### config.mk
export PLATFORM = sky130hd
export DESIGN_NAME = in_order_release_buffer
export DESIGN_NICKNAME = d
export VERILOG_FILES = /design/src/rtl/core/iorb_pkg.sv /design/src/rtl/core/in_order_release_buffer.sv
export SDC_FILE = /design/constraint.sdc
export NUM_CORES = 2
export LEC_CHECK = 0
export ABC_CLOCK_PERIOD_IN_PS = 7680
export BUFFER_PORTS_ARGS = -buffer_cell sky130_fd_sc_hd__clkbuf_2
export CAP_MARGIN = 30
export CORE_AREA = 2 2 453 455
export CTS_CLUSTER_SIZE = 24
export DETAILED_ROUTE_END_ITERATION = 10
export DIE_AREA = 0 0 455 457
export PLACE_DENSITY_LB_ADDON = 0.05
export SLEW_MARGIN = 25
export SYNTH_ARGS = -nofsm -noshare
export SYNTH_HDL_FRONTEND = slang
export SYNTH_SLANG_ARGS = --single-unit
### constraint.sdc
create_clock -name clk_i -period 7.68 [get_ports clk_i]
set_input_delay 0.768 -clock clk_i [delete_from_list [all_inputs] [get_ports clk_i]]
set_output_delay 0.768 -clock clk_i [all_outputs]
set_load 0.01 [all_outputs]
### src/rtl/core/iorb_pkg.sv
//------------------------------------------------------------------------------
// iorb_pkg
// Types and constants of the in-order release buffer.
//------------------------------------------------------------------------------
package iorb_pkg;

  localparam int unsigned DefDepth     = 32;
  localparam int unsigned DefDataWidth = 32;

  localparam int unsigned IndexW    = 32;
  localparam int unsigned PayloadW  = 32;
  localparam int unsigned InTdataW  = IndexW + PayloadW;
  localparam int unsigned InTuserW  = 2;
  localparam int unsigned OutTdataW = IndexW + PayloadW;
  localparam int unsigned OutTuserW = 2;

  typedef enum logic {
    CmdRequest = 1'b0,
    CmdProvide = 1'b1
  } cmd_e;

  typedef enum logic [1:0] {
    KindRelease  = 2'd0,
    KindRange    = 2'd1,
    KindCapacity = 2'd2
  } kind_e;

endpackage

### src/rtl/core/in_order_release_buffer.sv
//------------------------------------------------------------------------------
// in_order_release_buffer
// Reorder buffer that holds out-of-order results in a ring of DEPTH slots
// and releases them strictly in sequence order.
//------------------------------------------------------------------------------
// Usage: requests enter on the s_axis channel, one at a time. A request command
// widens the window end, a provide command stores a payload in its slot.
// Results leave on the m_axis channel: released items in sequence order, or
// one status result (index outside window, request beyond capacity). tlast
// marks the final result caused by one request.
// Timing: a request is taken in StIdle and then decoded in StExec.
// Widening the window clears each new slot in StReqClr. A provide whose index
// lies DEPTH or more past the window start (only after the start has wrapped)
// gets its slot modulo from StModA, StModB and StModC before StProv. A release
// run reads each item's slot in StWalkRd and checks it in StWalkChk.
// Reset: after rst_ni rises the slot memory is cleared in DEPTH cycles, one
// slot per cycle, with s_axis_tready low.
// Stall: a finished result waits in the output register; a release run pauses
// while it is full and m_axis_tready is low, and no new request is taken until the run ends.
//------------------------------------------------------------------------------
module in_order_release_buffer #(
  parameter int unsigned DEPTH      = iorb_pkg::DefDepth,
  parameter int unsigned DATA_WIDTH = iorb_pkg::DefDataWidth
) (
  input  logic                            clk_i,
  input  logic                            rst_ni,
  input  logic                            s_axis_tvalid,
  output logic                            s_axis_tready,
  // seq_index [31:0], payload [63:32]
  input  logic [iorb_pkg::InTdataW-1:0]   s_axis_tdata,
  // command [0], has_payload [1]
  input  logic [iorb_pkg::InTuserW-1:0]   s_axis_tuser,
  output logic                            m_axis_tvalid,
  input  logic                            m_axis_tready,
  // out_index [31:0], out_payload [63:32]
  output logic [iorb_pkg::OutTdataW-1:0]  m_axis_tdata,
  // kind [1:0]
  output logic [iorb_pkg::OutTuserW-1:0]  m_axis_tuser,
  output logic                            m_axis_tlast
);
  import iorb_pkg::*;

  localparam int unsigned SlotW  = $clog2(DEPTH);
  localparam int unsigned CntW   = $clog2(DEPTH + 1);
  localparam int unsigned StoreW = (DATA_WIDTH < PayloadW) ? DATA_WIDTH : PayloadW;
  localparam int unsigned EntryW = StoreW + 1;
  localparam int unsigned ProdW  = 2 * IndexW + 1;

  // reciprocal for slot = index mod DEPTH, exact for all 32-bit indexes
  localparam logic [63:0]       RecipFull = ((64'd1 << (IndexW + SlotW)) / 64'(DEPTH)) + 64'd1;
  localparam logic [IndexW:0]   Recip     = RecipFull[IndexW:0];
  localparam logic [SlotW-1:0]  SlotMax   = SlotW'(DEPTH - 1);
  localparam logic [SlotW:0]    DepthS    = (SlotW + 1)'(DEPTH);
  localparam logic [IndexW-1:0] DepthI    = IndexW'(DEPTH);
  localparam logic [CntW-1:0]   DepthC    = CntW'(DEPTH);

  localparam logic [3:0] StClear   = 4'd0;
  localparam logic [3:0] StIdle    = 4'd1;
  localparam logic [3:0] StExec    = 4'd2;
  localparam logic [3:0] StReqClr  = 4'd3;
  localparam logic [3:0] StModA    = 4'd4;
  localparam logic [3:0] StModB    = 4'd5;
  localparam logic [3:0] StModC    = 4'd6;
  localparam logic [3:0] StProv    = 4'd7;
  localparam logic [3:0] StWalkRd  = 4'd8;
  localparam logic [3:0] StWalkChk = 4'd9;

  function automatic logic [SlotW-1:0] slot_inc(input logic [SlotW-1:0] s);
    return (s == SlotMax) ? '0 : s + SlotW'(1);
  endfunction

  logic [3:0]        state_q, state_d;
  logic [IndexW-1:0] start_q, start_d, end_q, end_d;
  logic [SlotW-1:0]  start_slot_q, start_slot_d, end_slot_q, end_slot_d;

  cmd_e              cmd_q, cmd_d;
  logic [IndexW-1:0] idx_q, idx_d;
  logic [StoreW-1:0] pay_q, pay_d;
  logic              has_q, has_d;

  logic [SlotW-1:0]  sweep_slot_q, sweep_slot_d;
  logic [SlotW-1:0]  sweep_cnt_q, sweep_cnt_d;

  logic [ProdW-1:0]  prod_q, prod_d;
  logic [IndexW-1:0] qd_q, qd_d;
  logic [SlotW-1:0]  mslot_q, mslot_d;

  logic [IndexW:0]   walk_j_q, walk_j_d;
  logic [SlotW-1:0]  walk_slot_q, walk_slot_d;
  logic [CntW-1:0]   walk_cnt_q, walk_cnt_d;
  logic [IndexW-1:0] pend_idx_q, pend_idx_d;
  logic [StoreW-1:0] pend_pay_q, pend_pay_d;

  logic                out_valid_q, out_valid_d;
  kind_e               out_kind_q, out_kind_d;
  logic [IndexW-1:0]   out_idx_q, out_idx_d;
  logic [PayloadW-1:0] out_pay_q, out_pay_d;
  logic                out_last_q, out_last_d;

  // slot memory: filled flag on top of the payload
  logic [EntryW-1:0] mem_q [DEPTH];
  logic [EntryW-1:0] rdata_q;
  logic              mem_we, mem_re;
  logic [SlotW-1:0]  mem_waddr, mem_raddr;
  logic [EntryW-1:0] mem_wdata;

  logic              out_free, push;
  kind_e             push_kind;
  logic [IndexW-1:0] push_idx;
  logic [PayloadW-1:0] push_pay;
  logic              push_last;

  logic              prov_go;
  logic [SlotW-1:0]  prov_slot;

  logic [IndexW-1:0] off;
  logic [SlotW:0]    fast_sum;
  logic [SlotW-1:0]  fast_slot;
  logic              in_window;
  logic [IndexW:0]   req_span;
  logic [IndexW-1:0] quo, rem;
  logic              walk_cont;

  assign s_axis_tready = (state_q == StIdle);
  assign out_free      = !out_valid_q || m_axis_tready;

  always_comb begin
    off       = idx_q - start_q;
    fast_sum  = {1'b0, start_slot_q} + {1'b0, off[SlotW-1:0]};
    fast_slot = (fast_sum >= DepthS) ? SlotW'(fast_sum - DepthS) : fast_sum[SlotW-1:0];
    in_window = !(idx_q > end_q) && !(idx_q < start_q);
    req_span  = {1'b0, idx_q} - {1'b0, start_q};
    quo       = IndexW'(prod_q >> (IndexW + SlotW));
    rem       = idx_q - qd_q;
    walk_cont = (walk_j_q <= {1'b0, end_q}) && (walk_cnt_q < DepthC) && rdata_q[StoreW];
  end

  always_comb begin
    state_d      = state_q;
    start_d      = start_q;
    end_d        = end_q;
    start_slot_d = start_slot_q;
    end_slot_d   = end_slot_q;
    cmd_d        = cmd_q;
    idx_d        = idx_q;
    pay_d        = pay_q;
    has_d        = has_q;
    sweep_slot_d = sweep_slot_q;
    sweep_cnt_d  = sweep_cnt_q;
    prod_d       = prod_q;
    qd_d         = qd_q;
    mslot_d      = mslot_q;
    walk_j_d     = walk_j_q;
    walk_slot_d  = walk_slot_q;
    walk_cnt_d   = walk_cnt_q;
    pend_idx_d   = pend_idx_q;
    pend_pay_d   = pend_pay_q;
    mem_we       = 1'b0;
    mem_waddr    = '0;
    mem_wdata    = '0;
    mem_re       = 1'b0;
    mem_raddr    = walk_slot_q;
    push         = 1'b0;
    push_kind    = KindRelease;
    push_idx     = idx_q;
    push_pay     = '0;
    push_last    = 1'b1;
    prov_go      = 1'b0;
    prov_slot    = fast_slot;

    unique case (state_q)
      StClear: begin
        mem_we    = 1'b1;
        mem_waddr = sweep_slot_q;
        if (sweep_slot_q == SlotMax) begin
          sweep_slot_d = '0;
          state_d      = StIdle;
        end else begin
          sweep_slot_d = sweep_slot_q + SlotW'(1);
        end
      end
      StIdle: begin
        if (s_axis_tvalid) begin
          cmd_d   = cmd_e'(s_axis_tuser[0]);
          has_d   = s_axis_tuser[1];
          idx_d   = s_axis_tdata[IndexW-1:0];
          pay_d   = s_axis_tdata[IndexW +: StoreW];
          state_d = StExec;
        end
      end
      StExec: begin
        if (cmd_q == CmdRequest) begin
          if (idx_q < end_q) begin
            state_d = StIdle;
          end else if (req_span >= (IndexW + 1)'(DEPTH)) begin
            if (out_free) begin
              push      = 1'b1;
              push_kind = KindCapacity;
              state_d   = StIdle;
            end
          end else begin
            end_d = idx_q;
            if (idx_q == end_q) begin
              state_d = StIdle;
            end else begin
              sweep_slot_d = slot_inc(end_slot_q);
              sweep_cnt_d  = SlotW'(idx_q - end_q);
              state_d      = StReqClr;
            end
          end
        end else begin
          if (!in_window) begin
            if (out_free) begin
              push      = 1'b1;
              push_kind = KindRange;
              state_d   = StIdle;
            end
          end else if (!has_q) begin
            state_d = StIdle;
          end else if (off < DepthI) begin
            prov_go = 1'b1;
          end else begin
            state_d = StModA;
          end
        end
      end
      StReqClr: begin
        mem_we    = 1'b1;
        mem_waddr = sweep_slot_q;
        if (sweep_cnt_q == SlotW'(1)) begin
          end_slot_d = sweep_slot_q;
          state_d    = StIdle;
        end else begin
          sweep_slot_d = slot_inc(sweep_slot_q);
          sweep_cnt_d  = sweep_cnt_q - SlotW'(1);
        end
      end
      StModA: begin
        prod_d  = ProdW'(idx_q) * ProdW'(Recip);
        state_d = StModB;
      end
      StModB: begin
        qd_d    = quo * DepthI;
        state_d = StModC;
      end
      StModC: begin
        mslot_d = (rem >= DepthI) ? SlotW'(rem - DepthI) : rem[SlotW-1:0];
        state_d = StProv;
      end
      StProv: begin
        prov_go   = 1'b1;
        prov_slot = mslot_q;
      end
      StWalkRd: begin
        mem_re    = 1'b1;
        mem_raddr = walk_slot_q;
        state_d   = StWalkChk;
      end
      StWalkChk: begin
        if (out_free) begin
          push      = 1'b1;
          push_kind = KindRelease;
          push_idx  = pend_idx_q;
          push_pay  = PayloadW'(pend_pay_q);
          push_last = !walk_cont;
          if (walk_cont) begin
            mem_we      = 1'b1;
            mem_waddr   = walk_slot_q;
            mem_wdata   = {1'b0, rdata_q[StoreW-1:0]};
            pend_idx_d  = walk_j_q[IndexW-1:0];
            pend_pay_d  = rdata_q[StoreW-1:0];
            walk_j_d    = walk_j_q + (IndexW + 1)'(1);
            walk_slot_d = slot_inc(walk_slot_q);
            walk_cnt_d  = walk_cnt_q + CntW'(1);
            state_d     = StWalkRd;
          end else begin
            start_d      = walk_j_q[IndexW-1:0];
            // start wrapped to zero: its slot is zero, not the walked one
            start_slot_d = walk_j_q[IndexW] ? '0 : walk_slot_q;
            if (end_q < walk_j_q[IndexW-1:0]) begin
              mem_we     = 1'b1;
              mem_waddr  = walk_slot_q;
              end_d      = walk_j_q[IndexW-1:0];
              end_slot_d = walk_slot_q;
            end
            state_d = StIdle;
          end
        end
      end
      default: begin
        state_d = StIdle;
      end
    endcase

    if (prov_go) begin
      mem_we    = 1'b1;
      mem_waddr = prov_slot;
      if (idx_q == start_q) begin
        // the head slot is released at once, so it is stored already empty
        mem_wdata   = {1'b0, pay_q};
        pend_idx_d  = idx_q;
        pend_pay_d  = pay_q;
        walk_j_d    = {1'b0, idx_q} + (IndexW + 1)'(1);
        walk_slot_d = slot_inc(prov_slot);
        walk_cnt_d  = CntW'(1);
        state_d     = StWalkRd;
      end else begin
        mem_wdata = {1'b1, pay_q};
        state_d   = StIdle;
      end
    end
  end

  always_comb begin
    out_valid_d = out_valid_q && !m_axis_tready;
    out_kind_d  = out_kind_q;
    out_idx_d   = out_idx_q;
    out_pay_d   = out_pay_q;
    out_last_d  = out_last_q;
    if (push) begin
      out_valid_d = 1'b1;
      out_kind_d  = push_kind;
      out_idx_d   = push_idx;
      out_pay_d   = push_pay;
      out_last_d  = push_last;
    end
  end

  always_ff @(posedge clk_i or negedge rst_ni) begin
    if (!rst_ni) begin
      state_q      <= StClear;
      start_q      <= '0;
      end_q        <= '0;
      start_slot_q <= '0;
      end_slot_q   <= '0;
      sweep_slot_q <= '0;
      out_valid_q  <= 1'b0;
    end else begin
      state_q      <= state_d;
      start_q      <= start_d;
      end_q        <= end_d;
      start_slot_q <= start_slot_d;
      end_slot_q   <= end_slot_d;
      sweep_slot_q <= sweep_slot_d;
      out_valid_q  <= out_valid_d;
    end
  end

  always_ff @(posedge clk_i) begin
    cmd_q       <= cmd_d;
    idx_q       <= idx_d;
    pay_q       <= pay_d;
    has_q       <= has_d;
    sweep_cnt_q <= sweep_cnt_d;
    prod_q      <= prod_d;
    qd_q        <= qd_d;
    mslot_q     <= mslot_d;
    walk_j_q    <= walk_j_d;
    walk_slot_q <= walk_slot_d;
    walk_cnt_q  <= walk_cnt_d;
    pend_idx_q  <= pend_idx_d;
    pend_pay_q  <= pend_pay_d;
    out_kind_q  <= out_kind_d;
    out_idx_q   <= out_idx_d;
    out_pay_q   <= out_pay_d;
    out_last_q  <= out_last_d;
  end

  always_ff @(posedge clk_i) begin
    if (mem_we) begin
      mem_q[mem_waddr] <= mem_wdata;
    end
    if (mem_re) begin
      rdata_q <= mem_q[mem_raddr];
    end
  end

  assign m_axis_tvalid = out_valid_q;
  assign m_axis_tdata  = {out_pay_q, out_idx_q};
  assign m_axis_tuser  = out_kind_q;
  assign m_axis_tlast  = out_last_q;

endmodule

; Yosys cells after proc, flatten, opt, wreduce, memory -nomap -nowiden
; Memory sizes are Yosys's and may differ from the RTL's. A register that Yosys moved wholly into a read port is not among the register bits.
; Index checks and enable logic that the tools add are counted.
[op_classes]
addsub = 15
n_mul = 1
order_cmp = 10
n_eq_ne = 31
n_mux = 111
bitwise_logic = 1
reduce_logical = 24
[ops]
columns = cell, n
row1 = two-way mux 32 bit, 21
row2 = two-way mux 33 bit, 7
row3 = two-way mux 5 bit, 31
row4 = less-than comparator 32 bit, 3
row5 = equality test 32 bit, 2
row6 = "multiplier 32 x 33 -> 64 bit, second input constant", 1
row7 = case mux 32 bit (2 select lines), 1
row8 = subtractor 32 bit, 2
row9 = two-way mux 4 bit, 14
row10 = case mux 4 bit (10 select lines), 1
row11 = "adder 32 x 1 -> 33 bit, second input constant", 1
row12 = "adder 33 x 1 -> 33 bit, second input constant", 1
row13 = ">= comparator 33 x 6 -> 1 bit, second input constant", 1
row14 = <= comparator 33 x 32 -> 1 bit, 1
row15 = subtractor 32 x 32 -> 33 bit, 1
row16 = ">= comparator 32 x 6 -> 1 bit, second input constant", 1
row17 = > comparator 32 bit, 1
row18 = "less-than comparator 32 x 6 -> 1 bit, second input constant", 1
row19 = two-way mux 6 bit, 5
row20 = case mux 5 bit (2 select lines), 3
row21 = "adder 5 x 1 -> 5 bit, second input constant", 4
row22 = "equality test 5 bit, second input constant", 4
row23 = "!= test 2 bit, second input constant", 10
row24 = two-way mux 1 bit, 19
row25 = other kinds (30), 57
[totals]
ff_bits = 426
mem_bits_rw = 1056
input_bits = 70
mem_count = 1
[memory_table]
columns = name, words, word_bits, read_ports, rd_clocked_by_memory_dff, write_ports, line_no
row1 = mem_q, 32, 33, 1, 1, 1, in_order_release_buffer.sv:101  ; logic [EntryW-1:0] mem_q [DEPTH];

; Logic depth before layout (Yosys ltp)
[depth]
ltp_word = 10
mapped_depth = 17
ltp_nobuf = 15

; Least setup slack after synthesis
; Ideal clock, no wire load.
[synth_path]
path_type = register to register
start = register idx_q[17]
end = memory mem_q[8][0] (netlist name), enable pin
setup_time_ns = 0.506
arrival_time_ns = 6.640
t_required_ns = 7.174
slack_ns = 0.534
path_stages_with_launch = 15
path_buffers = 1
synth_period_minus_slack_ns = 7.146
path_cell_list = edfxtp_1 -> ha_1 -> buf_2 -> nand4_2 -> or3_4 -> a2111oi_2 -> nor4_2 -> o21ai_0 -> xnor2_1 -> nand4_1 -> nor4_4 -> nand4_4 -> a21oi_4 -> nor2_1 -> nor4_1
[synth_between]
elab_chain_len = 10
word_cells_on_any_way = 16
classes_between = add/sub (1) / order compare (3) / mux (9) / reduce/logical (3)
[synth_lines]
columns = item, line_no
row1 = from (decl), in_order_release_buffer.sv:77  ; logic [IndexW-1:0] idx_q, idx_d;
row2 = from (signal assigned), in_order_release_buffer.sv:351  ; idx_q <= idx_d;
row3 = subtractor 32 bit, in_order_release_buffer.sv:128  ; off = idx_q - start_q;
row4 = less-than comparator 32 x 6 -> 1 bit, in_order_release_buffer.sv:220  ; end else if (off < DepthI) begin
row5 = two-way mux 1 bit, in_order_release_buffer.sv:220
row6 = two-way mux 1 bit, in_order_release_buffer.sv:218  ; end else if (!has_q) begin
row7 = two-way mux 1 bit *, in_order_release_buffer.sv:212  ; if (!in_window) begin
row8 = two-way mux 1 bit *, in_order_release_buffer.sv:192  ; if (cmd_q == CmdRequest) begin
row9 = case mux 1 bit (2 select lines) *, in_order_release_buffer.sv:171  ; unique case (state_q)
row10 = two-way mux 1 bit, in_order_release_buffer.sv:295  ; if (prov_go) begin
row11 = two-way mux 1 bit, in_order_release_buffer.sv:370  ; if (mem_we) begin
row12 = two-way mux 1 bit (implied by the code), in_order_release_buffer.sv:371  ; mem_q[mem_waddr] <= mem_wdata;
row13 = to (decl), in_order_release_buffer.sv:101
; Every way passes the cells marked *; elsewhere a longest branch is shown, timed or not.

; Final worst setup path
[layout_path]
start = register idx_q[16]
end = memory mem_q[17][29] (netlist name), enable pin
; The elaborated chain is that of the path after synthesis.

==> metrics.cfg <==
[run_status]
status = finished clean

[route]
drc_errors = 0
drt_pass1_iterations = 5
wl_um = 184500
postRouteAntennaNets = 0
drt-vias-per-instance = 4.932
vias = 33310
avgRoutedWirePerCell_um = 27.32
drt_first_iter_violations = 2253

[worst_setup_path]
startpoint = idx_q[16]
path_max_fanout = 20
start_kind = flop
r2r_slack_ns = 1.71
cp-end-kind = flop
crit_type = reg2reg
crit_required_ns = 8.16
reg2reg_from = idx_q[16]
arrival_ns = 6.45

[cells_and_area]
final_util_pct = 34.83
area_delta_synth_final_pct = 16.70
mostFrequentLayoutCells = edfxtp_1, mux4_2, nand2_1
final_layout_size_suffix_gt1_share_pct = 23.75
nNetsFinal = 4141
final_area_mm2 = 0.07083
mostFrequentLayoutCell = edfxtp_1

[clock_network]
cts_tree = yes
cts.sinks = 1424
cts_resized = 0
clock_latency_ns = 0.81
cts_buffers = 170
path_clk_slew_ns = 0.06
cts.root.buffer_cell = clkbuf_16
hold_buffers = 1
postCtsSetupBuffers = 0
htree_levels = 4
cts_buffer_depth = 3

[sta]
fin_skew_ns = 0.02563
fin_hold_ws_ns = 0.1341
final.min_clock_period_ns = 5.975
setup_viol = 0
rsz0062_at_grt = false
setup_tns_ns = 0
max_clock_freq_ghz = 0.1674
tightest_slew_ns = 0.9560
timing.final.crit_share_pct = 77.80
slew_headroom_pct = 36.26
hold_viol_final = 0
drv_slew = 0

[placed_design]
dpl-instance-area_mm2 = 0.06534
hpwl_um = 114200
portBuffers = 138
place_congestion = 0.8031

[pwr]
p_leak_nw = 23.26
ir_drop_mv = 0.2499
p_total_mw = 18.96
cellPowerDensity_mw_per_mm2 = 267.7

[floorplan]
initial_core_util_pct = 29.85
dieArea_mm2 = 0.2079
dieHeight_um = 457
ios = 139
core_mm2 = 0.2033
fp-row-count = 166
die_w_um = 455

[job]
drv_cap = 0

[logic_synthesis]
synthesis.nets = 3887
postSynthCellCount = 3669
yosys_warnings = 0
synthArstFlopShare_pct = 5.899
synth-edff-count = 1232
ys_ff_latch = 1424
netlist_area_mm2 = 0.06069
avgSynthCellArea_um2 = 16.54
ys_types = 98
ys_seq_area_share_pct = 67.98
synth_flop_cell = edfxtp_1

[hold_path]
hold_path.class = in2reg
worstHoldStart = s_axis_tdata[47]

[global_routing]
grt_max_degree = 83
grt_pass1_wl_um = 264300
grt_pass1_vias = 34850
antenna_found_initial = 7
grt_usage_pct = 17.82
gr-total-overflow = 0

sequential cells by signal (all words and copies together) (netlist names), 2 cells and up:
name	count
out_idx_q	32
mem_raddr	5
sweep_cnt_q	5
start_slot_q	5
mslot_q	5
end_slot_q	5
state_q	4
walk_j_q	33
pay_q	32
rdata_q	33
out_pay_q	32
end_q	32
sweep_slot_q	5
idx_q	32
pend_idx_q	32
mem_q	1056
start_q	32
walk_cnt_q	6
pend_pay_q	32
m_axis_tuser	2
metrics by stage:
step | instances | worst slack [ns]
3_5_place_dp | 6432 | 1.624
2_1_floorplan | 3669 | 0.5343
3_3_place_gp | 6417 | 1.651
6_report | 6753 | 1.705
4_1_cts | 6745 | 1.590
5_1_grt | 6752 | 1.353
layout make-up:
type / instances / area, µm²
clock buffer: 230 / 4603
fill: 19310 / 132500
clock inverter: 82 / 774.5
timing repair buffer: 268 / 1937
multi-input combinational: 1932 / 18390
tap: 2688 / 3363
sequential: 1424 / 41270
inverter: 127 / 486.7
antenna: 2 / 5.005
per-layer routing:
metal  vias up  GRT usage, %  part of all wire, %
li1      14910             -                    -
met1     17520         23.53                   44
met2       630         30.14                   50
met3       246         2.670                  3.4
met4         0         5.329                  2.7
met5         -             0                    0
power by group:
group	internal (mW)	switching, mW
Sequential	9.17	0.237
Clock	4.58	3.27
Combinational	0.531	1.16
synthesized netlist by cell type (21+ instances only):
library cell / n / share of area [%]
o21ai_0: 104 / 0.86
mux2_2: 29 / 0.54
a22o_1: 35 / 0.51
and3_1: 40 / 0.41
nor3_1: 47 / 0.39
ha_1: 145 / 3.0
a21o_1: 34 / 0.42
xnor2_1: 62 / 0.89
dfxtp_1: 108 / 3.6
dfrtp_1: 84 / 3.5
mux2i_1: 111 / 1.8
buf_1: 31 / 0.19
nor2_1: 223 / 1.4
a21oi_1: 206 / 1.7
buf_2: 21 / 0.17
nand4_1: 42 / 0.43
mux4_2: 330 / 12
nand3_1: 49 / 0.40
inv_1: 125 / 0.77
clkbuf_1: 114 / 0.71
nand2_1: 237 / 1.5
xor2_1: 33 / 0.48
edfxtp_1: 1232 / 61
critical path: stages (launching register included):
cell and delay [ns]:
edfxtp_1 0.57, ha_1 0.54, nand4_2 0.22, or3_4 0.47
a2111oi_2 0.37, nor4_2 0.15, o41ai_2 0.36, xor2_1 0.18
a21o_2 0.14, nor3_4 0.06, and4_2 0.29, a21boi_2 0.72
o21ai_2 0.47, nor2_4 0.72, buf_12 0.30
worst paths after layout:
path / cells past startpoint / endpoint
worst max-delay path: 14 / mem_q[17][29]
min in group asynchronous: 2 / end_q[8]
worst min register to register: 1 / walk_cnt_q[5]
worst max register to register: 14 / mem_q[17][29]
max in group asynchronous: 3 / end_q[22]
worst min-delay path: 1 / pay_q[15]
cells by family (layout without fill, tap and decap cells):
| family | after synthesis | in the layout | share of synthesized area [%] |
|---|---|---|---|
| AO/OA/AOI/OAI | 492 | 492 | 5.102 |
| XOR/XNOR | 95 | 95 | 1.371 |
| adder cells (fa/ha/maj) | 148 | 148 | 3.088 |
| buffers and inverters | 313 | 707 | 2.202 |
| flip-flops | 1424 | 1424 | 67.98 |
| multiplexers | 470 | 470 | 14.61 |
| other | 0 | 2 | 0 |
| AND/OR/NAND/NOR | 727 | 727 | 5.640 |
Power figures use the tool's default switching activity.
